`src/design/isim_pkg.sv`:
```
// ----------------------------------------------------------------------------
// isim_pkg: shared types for the interval set insert/merge block
// Command codes, status codes, sequencer states and the merge decision.
// ----------------------------------------------------------------------------
package isim_pkg;

  localparam logic [1:0] CMD_APPEND = 2'd0;
  localparam logic [1:0] CMD_INSERT = 2'd1;
  localparam logic [1:0] CMD_DUMP   = 2'd2;
  localparam logic [1:0] CMD_CLEAR  = 2'd3;

  localparam logic [1:0] ST_OK    = 2'd0;
  localparam logic [1:0] ST_FULL  = 2'd1;
  localparam logic [1:0] ST_EMPTY = 2'd2;

  typedef enum logic [2:0] {
    S_IDLE,
    S_RD,
    S_PROC,
    S_TAIL,
    S_RESP,
    S_DUMP_RD,
    S_DUMP_EMIT
  } state_e;

  typedef struct packed {
    logic        place;   // pending goes before the entry
    logic        keep;    // entry is copied unchanged
    logic [31:0] hull_s;
    logic [31:0] hull_e;
  } merge_t;

endpackage

```
`src/design/isim_mem.sv`:
```
// ----------------------------------------------------------------------------
// isim_mem: two-bank interval table
// One write and one registered read per cycle; each word is {end, start}.
// ----------------------------------------------------------------------------
module isim_mem #(
  parameter int AW = 6
) (
  input  logic          clk_i,
  input  logic          wr_en_i,
  input  logic [AW-1:0] wr_addr_i,
  input  logic [63:0]   wr_data_i,
  input  logic          rd_en_i,
  input  logic [AW-1:0] rd_addr_i,
  output logic [63:0]   rd_data_o
);

  logic [63:0] mem [2**AW];
  logic [63:0] rd_data_q;

  always_ff @(posedge clk_i) begin
    if (wr_en_i) begin
      mem[wr_addr_i] <= wr_data_i;
    end
    if (rd_en_i) begin
      rd_data_q <= mem[rd_addr_i];
    end
  end

  assign rd_data_o = rd_data_q;

endmodule

```
`src/design/isim_merge.sv`:
```
// ----------------------------------------------------------------------------
// isim_merge: compare and hull unit
// Decides whether the pending interval goes before, passes, or absorbs an entry.
// ----------------------------------------------------------------------------
module isim_merge
  import isim_pkg::*;
(
  input  logic        placed_i,
  input  logic [31:0] ps_i,
  input  logic [31:0] pe_i,
  input  logic [31:0] es_i,
  input  logic [31:0] ee_i,
  output merge_t      res_o
);

  logic lies_below;
  logic after;

  // 33-bit compares so end+1 never wraps
  assign lies_below = ({1'b0, pe_i} + 33'd1) < {1'b0, es_i};
  assign after      = {1'b0, ps_i} > ({1'b0, ee_i} + 33'd1);

  always_comb begin
    res_o.place  = !placed_i && lies_below;
    res_o.keep   = placed_i || after;
    res_o.hull_s = (es_i < ps_i) ? es_i : ps_i;
    res_o.hull_e = (ee_i > pe_i) ? ee_i : pe_i;
  end

endmodule

```
`src/design/interval_set_insert_merge.sv`:
```
// ----------------------------------------------------------------------------
// interval_set_insert_merge: sorted interval table with insert and merge
// ----------------------------------------------------------------------------
// Input beats carry a command in s_axis_tuser and an interval in s_axis_tdata.
// Append, insert and clear return one status beat; dump returns one beat per
// stored interval (or one empty-status beat), with m_axis_tlast on the final.
// Append and clear go straight to the response state. Insert sweeps the
// table through one shared compare/hull unit: each stored entry takes a
// memory read, then a decision and write, and one more decision step copies
// the entry where the new interval is placed; a tail step follows the sweep.
// The sweep writes the new table into the spare memory bank and flips banks
// only when it fit, so a full table stays untouched. Dump reads, then emits
// each entry. One item is in work at a time; s_axis_tready is high only while idle.
// Reset empties the table and clears the output valid flag; memory contents are
// not cleared. A stalled receiver holds the output beat and the sequencer.
// ----------------------------------------------------------------------------
module interval_set_insert_merge
  import isim_pkg::*;
#(
  parameter int TABLE_DEPTH = 32
) (
  input  logic        clk_i,
  input  logic        rst_ni,
  input  logic        s_axis_tvalid_i,
  output logic        s_axis_tready_o,
  input  logic [63:0] s_axis_tdata_i,   // seg_start[31:0], seg_end[63:32]
  input  logic [1:0]  s_axis_tuser_i,   // cmd[1:0]
  output logic        m_axis_tvalid_o,
  input  logic        m_axis_tready_i,
  output logic [71:0] m_axis_tdata_o,   // status, out_start, out_end, table_count
  output logic        m_axis_tlast_o
);

  localparam int CW = $clog2(TABLE_DEPTH + 1);
  localparam int IW = $clog2(TABLE_DEPTH);
  localparam int AW = IW + 1;
  localparam logic [CW-1:0] DEPTH = CW'(TABLE_DEPTH);

  state_e state_q, state_d;
  logic [1:0]    cmd_q, cmd_d;
  logic [31:0]   ps_q, ps_d, pe_q, pe_d;
  logic [CW-1:0] j_q, j_d, w_q, w_d, cnt_q, cnt_d;
  logic          placed_q, placed_d, ovf_q, ovf_d, bank_q, bank_d;
  logic [1:0]    status_q, status_d;

  logic          out_valid_q;
  logic [71:0]   out_data_q;
  logic          out_last_q;
  logic          out_free;
  logic          out_load;
  logic [71:0]   out_data_d;
  logic          out_last_d;

  logic          wr_en, rd_en;
  logic [AW-1:0] wr_addr, rd_addr;
  logic [63:0]   wr_data, rd_data;
  merge_t        mres;
  logic          accept;
  logic [CW-1:0] j_inc;
  logic          tail_ovf;

  assign out_free = !out_valid_q || m_axis_tready_i;
  assign accept   = s_axis_tvalid_i && (state_q == S_IDLE);
  assign j_inc    = j_q + CW'(1);
  assign tail_ovf = ovf_q || (!placed_q && (w_q == DEPTH));

  isim_mem #(.AW(AW)) u_mem (
    .clk_i     (clk_i),
    .wr_en_i   (wr_en),
    .wr_addr_i (wr_addr),
    .wr_data_i (wr_data),
    .rd_en_i   (rd_en),
    .rd_addr_i (rd_addr),
    .rd_data_o (rd_data)
  );

  isim_merge u_merge (
    .placed_i (placed_q),
    .ps_i     (ps_q),
    .pe_i     (pe_q),
    .es_i     (rd_data[31:0]),
    .ee_i     (rd_data[63:32]),
    .res_o    (mres)
  );

  // next state
  always_comb begin
    state_d = state_q;
    unique case (state_q)
      S_IDLE: begin
        if (accept) begin
          unique case (s_axis_tuser_i)
            CMD_INSERT: state_d = (cnt_q == '0) ? S_TAIL : S_RD;
            CMD_DUMP:   state_d = (cnt_q == '0) ? S_RESP : S_DUMP_RD;
            default:    state_d = S_RESP;
          endcase
        end
      end
      S_RD: state_d = S_PROC;
      S_PROC: begin
        if (!mres.place) begin
          state_d = (j_inc == cnt_q) ? S_TAIL : S_RD;
        end
      end
      S_TAIL: state_d = S_RESP;
      S_RESP: begin
        if (out_free) state_d = S_IDLE;
      end
      S_DUMP_RD: state_d = S_DUMP_EMIT;
      S_DUMP_EMIT: begin
        if (out_free) state_d = (j_inc == cnt_q) ? S_IDLE : S_DUMP_RD;
      end
      default: state_d = S_IDLE;
    endcase
  end

  // datapath and memory control
  always_comb begin
    cmd_d = cmd_q; ps_d = ps_q; pe_d = pe_q;
    j_d = j_q; w_d = w_q; cnt_d = cnt_q;
    placed_d = placed_q; ovf_d = ovf_q; bank_d = bank_q; status_d = status_q;
    wr_en = 1'b0; wr_addr = {~bank_q, w_q[IW-1:0]}; wr_data = {pe_q, ps_q};
    rd_en = 1'b0; rd_addr = {bank_q, j_q[IW-1:0]};
    out_load = 1'b0; out_data_d = out_data_q; out_last_d = out_last_q;
    s_axis_tready_o = 1'b0;
    unique case (state_q)
      S_IDLE: begin
        s_axis_tready_o = 1'b1;
        if (accept) begin
          cmd_d    = s_axis_tuser_i;
          ps_d     = s_axis_tdata_i[31:0];
          pe_d     = s_axis_tdata_i[63:32];
          j_d      = '0;
          w_d      = '0;
          placed_d = 1'b0;
          ovf_d    = 1'b0;
          status_d = ST_OK;
          unique case (s_axis_tuser_i)
            CMD_APPEND: begin
              if (cnt_q < DEPTH) begin
                wr_en   = 1'b1;
                wr_addr = {bank_q, cnt_q[IW-1:0]};
                wr_data = s_axis_tdata_i;
                cnt_d   = cnt_q + CW'(1);
              end else begin
                status_d = ST_FULL;
              end
            end
            CMD_DUMP: begin
              if (cnt_q == '0) status_d = ST_EMPTY;
            end
            CMD_CLEAR: cnt_d = '0;
            default: ;
          endcase
        end
      end
      S_RD, S_DUMP_RD: rd_en = 1'b1;
      S_PROC: begin
        if (mres.place || mres.keep) begin
          wr_data = mres.place ? {pe_q, ps_q} : rd_data;
          if (w_q == DEPTH) begin
            ovf_d = 1'b1;
          end else begin
            wr_en = 1'b1;
            w_d   = w_q + CW'(1);
          end
        end else begin
          ps_d = mres.hull_s;
          pe_d = mres.hull_e;
        end
        if (mres.place) begin
          placed_d = 1'b1;   // hold j, the same entry is copied next cycle
        end else begin
          j_d = j_inc;
        end
      end
      S_TAIL: begin
        if (!placed_q && (w_q != DEPTH)) begin
          wr_en = 1'b1;
        end
        if (tail_ovf) begin
          status_d = ST_FULL;
        end else begin
          bank_d = ~bank_q;
          cnt_d  = placed_q ? w_q : w_q + CW'(1);
        end
      end
      S_RESP: begin
        if (out_free) begin
          out_load   = 1'b1;
          out_data_d = {6'(cnt_q), 64'd0, status_q};
          out_last_d = 1'b1;
        end
      end
      S_DUMP_EMIT: begin
        if (out_free) begin
          out_load   = 1'b1;
          out_data_d = {6'(cnt_q), rd_data, ST_OK};
          out_last_d = (j_inc == cnt_q);
          j_d        = j_inc;
        end
      end
      default: ;
    endcase
  end

  always_ff @(posedge clk_i or negedge rst_ni) begin
    if (!rst_ni) begin
      state_q     <= S_IDLE;
      cnt_q       <= '0;
      bank_q      <= 1'b0;
      placed_q    <= 1'b0;
      ovf_q       <= 1'b0;
      j_q         <= '0;
      w_q         <= '0;
      out_valid_q <= 1'b0;
    end else begin
      state_q  <= state_d;
      cnt_q    <= cnt_d;
      bank_q   <= bank_d;
      placed_q <= placed_d;
      ovf_q    <= ovf_d;
      j_q      <= j_d;
      w_q      <= w_d;
      if (out_load) begin
        out_valid_q <= 1'b1;
      end else if (m_axis_tready_i) begin
        out_valid_q <= 1'b0;
      end
    end
  end

  always_ff @(posedge clk_i) begin
    cmd_q    <= cmd_d;
    ps_q     <= ps_d;
    pe_q     <= pe_d;
    status_q <= status_d;
    if (out_load) begin
      out_data_q <= out_data_d;
      out_last_q <= out_last_d;
    end
  end

  assign m_axis_tvalid_o = out_valid_q;
  assign m_axis_tdata_o  = out_data_q;
  assign m_axis_tlast_o  = out_last_q;

  a_cnt_range: assert property (@(posedge clk_i) disable iff (!rst_ni)
    cnt_q <= DEPTH) else $error("table count above depth");

  a_w_range: assert property (@(posedge clk_i) disable iff (!rst_ni)
    w_q <= DEPTH) else $error("write index above depth");

  a_sweep_idx: assert property (@(posedge clk_i) disable iff (!rst_ni)
    (state_q == S_PROC || state_q == S_DUMP_EMIT) |-> j_q < cnt_q)
    else $error("sweep index past table end");

  a_full_keeps: assert property (@(posedge clk_i) disable iff (!rst_ni)
    (state_q == S_TAIL && tail_ovf) |=> (cnt_q == $past(cnt_q) &&
      bank_q == $past(bank_q))) else $error("full insert changed the table");

  a_insert_only: assert property (@(posedge clk_i) disable iff (!rst_ni)
    (state_q == S_PROC || state_q == S_TAIL) |-> cmd_q == CMD_INSERT)
    else $error("sweep running for a non-insert command");

endmodule
```
`config.mk`:
```
export PLATFORM = sky130hd
export DESIGN_NAME = interval_set_insert_merge
export DESIGN_NICKNAME = d
export VERILOG_FILES = /design/src/design/isim_pkg.sv /design/src/design/isim_mem.sv /design/src/design/isim_merge.sv /design/src/design/interval_set_insert_merge.sv
export SDC_FILE = /design/constraint.sdc
export NUM_CORES = 2
export LEC_CHECK = 0
export BUFFER_PORTS_ARGS = -buffer_cell sky130_fd_sc_hd__buf_2
export CORE_MARGIN = 1.5
export CORE_UTILIZATION = 30
export DETAILED_ROUTE_END_ITERATION = 8
export GPL_TIMING_DRIVEN = 0
export PLACE_DENSITY = 0.4
export SLEW_MARGIN = 0
export SYNTH_ARGS = -nofsm -noshare
export SYNTH_HDL_FRONTEND = slang
export SYNTH_HIERARCHICAL = 1
export SYNTH_SLANG_ARGS = --single-unit
```
`constraint.sdc`:
```
create_clock -name clk_i -period 10.71 [get_ports clk_i]
set_input_delay 1.071 -clock clk_i [delete_from_list [all_inputs] [get_ports clk_i]]
set_output_delay 1.071 -clock clk_i [all_outputs]
set_load 0.005 [all_outputs]
```
==> impl_metrics.py <==
metrics = {
    "timing": {
        "hold_violations": 0,
        "rsz0062_at_grt": "no",
        "clock_skew_ps": 52.1,
        "fin_setup_tns_ps": 0,
        "slew_viol_final": 15,
        "fin_crit_ps": 9160,
        "slew_headroom": -0.0307,
        "fin_crit_sh": 0.855,
        "fmax_mhz": 109,
        "setup_viol": 0,
        "tightest_slew_ps": 1550,
        "hold_slack_ps": 328,
    },
    "place": {
        "dpl_cell_area_mm2": 0.188,
        "gp_congestion": 0.871,
        "portBuffers": 144,
        "hpwl_um": 425000,
    },
    "worst_hold_path": {
        "hp-start": "s_axis_tdata_i[12]",
        "whs_path_depth": 3,
        "hold_class": "in2reg",
    },
    "synthesis": {
        "synth-simple-area-share": 0.0265,
        "synthArstFlopShare": 0.00578,
        "synth_top_family_by_area": "multiplexers",
        "synth_cells": 8059,
        "ys_seq_area_frac": 0.761,
        "postSynthAreaPerCell_um2": 21.2,
        "synth_xor_area_frac": 0.00395,
        "synth_mux_area_frac": 0.148,
        "yosysWarnings": 6,
        "synth_edf_count": 4299,
        "synth_ff_type": "edfxtp_1",
        "synth-adder-area-share": 0.0101,
        "synth_cell_type_count": 78,
        "syn-num-nets": 8267,
        "synth_seq_cells": 4324,
        "synth_compound_area_frac": 0.0353,
        "syn-cell-area_mm2": 0.171,
    },
    "floorplanning": {
        "coreArea_mm2": 0.566,
        "pin_count": 145,
        "start_util": 0.302,
        "die_y_um": 757,
        "fp.dieW_um": 757,
        "die_area_mm2": 0.573,
        "num_rows": 276,
    },
    "pwr": {
        "powerDensity_mw_per_mm2": 228,
        "power_leakage_nw": 62.9,
        "peakVddDrop_uv": 146,
    },
    "routing": {
        "first_pass_iters": 5,
        "vias": 89600,
        "drc": 0,
        "drtIter0Drc": 10700,
        "vias_per_cell": 5.30,
        "routedWlPerCell_um": 35.7,
        "ant_nets": 0,
        "wl_um": 603000,
    },
    "finish": {
        "final_util": 0.358,
        "syn_to_final_growth_pct": 18.8,
        "layout-drive-gt1-share": 0.275,
        "final_cell_area_mm2": 0.203,
        "final_common_cell": "edfxtp_1",
        "final_cell_mix": "4,299 x edfxtp_1, 1,024 x mux4_2, 473 x clkbuf_16",
        "layout.nets": 9185,
    },
    "setup_path": {
        "critPathKind": "reg2reg",
        "start_kind": "flop",
        "ff2ff_path_depth": 21,
        "startpoint": "pe_q[0]",
        "crit_path_end_kind": "flop",
        "arrival_ps": 9880,
        "r2r_start": "pe_q[0]",
        "max_stage_delay_ps": 1160,
        "crit_fanout": 18,
        "worst_path_max_delay_cell": "nor3_1",
        "path_cells": "ha_1 > nand4_1 > nor3_1 > nand2_1 > nor2_1 > nand2_1 > xnor2_1 > ha_1 > a211oi_1 > nand4b_1 > nor3_1 > o211a_1 > clkbuf_1 > nor2_1 > o22ai_1 > a21o_1 > nor2b_1 > nand3_1 > nor2_4 > buf_12 > buf_12",
        "required_ps": 11430,
    },
    "clocking": {
        "clk-insertion-delay-late_ps": 1070,
        "cts_setup_buffers": 0,
        "clk_pin_slew_ps": 70,
        "cts_tree": "built",
        "cts_buffers": 469,
        "clockRootBuffer": "clkbuf_16",
        "ctsHtreeMaxLevel": 5,
        "cts.sinks": 4324,
        "post_cts_resized": 0,
        "ctsLongestPathBuffers": 4,
    },
    "global_routing": {
        "grt_max_degree": 65,
        "grt.total_usage": 0.206,
        "grt_antenna_before_repair": 81,
        "overflow": 0,
        "grt_pass1_wl_um": 806000,
        "grt_pass1_vias": 90200,
    },
    "run_status": {
        "outcome": "complete, but fails checks",
        "violations": "capacitance limit, slew limit",
    },
    "flow_run": {
        "maxCapViolations": 6,
    },
}
metrics by stage:
step / cells / total power [mW] / setup slack [ps]
6_report: 16900 / 46.2 / 1550
3_3_place_gp: 15700 / 30.2 / -8910
2_1_floorplan: 8059 / 26.0 / 2090
4_1_cts: 16900 / 46.6 / 1660
5_1_grt: 16900 / 47.7 / 1400
3_5_place_dp: 16000 / 30.8 / 1750
worst max-delay path, delay by kind of cell, from the launching register on:
| kind | cells | cell delay [ps] |
|---|---|---|
| AO/OA/AOI/OAI | 4 | 1390 |
| XOR/XNOR | 1 | 210 |
| adder cells (fa/ha/maj) | 2 | 570 |
| buffers and inverters | 3 | 940 |
| flip-flops | 1 | 620 |
| AND/OR/NAND/NOR | 11 | 4920 |
area by class of cell:
class	count	area [µm²]
Fill cell	52300	363000
Sequential cell	4324	130000
Multi-Input combinational cell	3159	39100
Clock buffer	579	12200
Tap cell	7506	9390
Timing Repair Buffer	447	6860
Clock inverter	279	2470
Buffer	442	2160
Inverter	134	503
Antenna cell	27	67.6
worst paths after layout:
path,endpoint,slack (ps)
max,u_mem/mem[6][11],1550
min,ps_q[12],330
max reg2reg,u_mem/mem[6][11],1550
min reg2reg,m_axis_tdata_o[68],450
max in group asynchronous,j_q[3],9680
min in group asynchronous,cnt_q[1],600
per-layer routing:
layer / part of all wire / up-vias / track usage
li1: - / 35800 / -
met1: 0.44 / 49500 / 0.292
met2: 0.47 / 3477 / 0.330
met3: 0.069 / 698 / 0.0363
met4: 0.026 / 26 / 0.0514
met5: 0.00028 / - / 0
flip-flops by register name (all words and copies together) (netlist names):
register         count
w_q                  6
u_mem/mem         4096
bank_q               1
ovf_q                1
state_q              3
j_q                  6
m_axis_tlast_o       1
ps_q                32
placed_q             1
m_axis_tdata_o      72
pe_q                32
u_mem/rd_data_o     64
status_q             2
m_axis_tvalid_o      1
cnt_q                6
kinds of logic (layout without fill, tap and decap cells):
logic type | count (synthesis) | in the layout
xor+xnor | 77 | 77
simple gates | 912 | 912
other cells | 0 | 27
flops | 4324 | 4324
fa+ha+maj | 138 | 138
buf+inv | 576 | 1881
mux | 1227 | 1227
compound gates | 805 | 805
synthesized netlist by cell type (41+ instances only):
| library cell | n | area [µm²] |
|---|---|---|
| clkbuf_1 | 180 | 676 |
| ha_1 | 138 | 1730 |
| xnor2_1 | 48 | 420 |
| a211oi_1 | 68 | 510 |
| a21oi_1 | 52 | 260 |
| inv_1 | 134 | 503 |
| nor2_1 | 150 | 563 |
| buf_2 | 191 | 956 |
| nand3_1 | 80 | 400 |
| edfxtp_1 | 4299 | 129000 |
| nor2b_1 | 41 | 257 |
| a22oi_1 | 168 | 1260 |
| mux2i_1 | 168 | 1680 |
| mux4_2 | 1024 | 23100 |
| a21o_1 | 87 | 653 |
| o22ai_1 | 89 | 557 |
| nand2_1 | 319 | 1200 |
| and3_1 | 142 | 888 |
| a22o_1 | 152 | 1330 |
timing repair:
item	CTS	global route
endpoints found under the setup margin	0	0
endpoints found under the hold margin	20	0
hold buffers	1	0
power by group:
part	leakage [nW]	internal, mW	switching (mW)	total [mW]
registers	39.1	21.3	0.391	21.6
logic	16.6	2.52	6.28	8.80
clock network	7.17	8.94	6.83	15.8
Note: power is estimated with default switching activity, not from simulation.
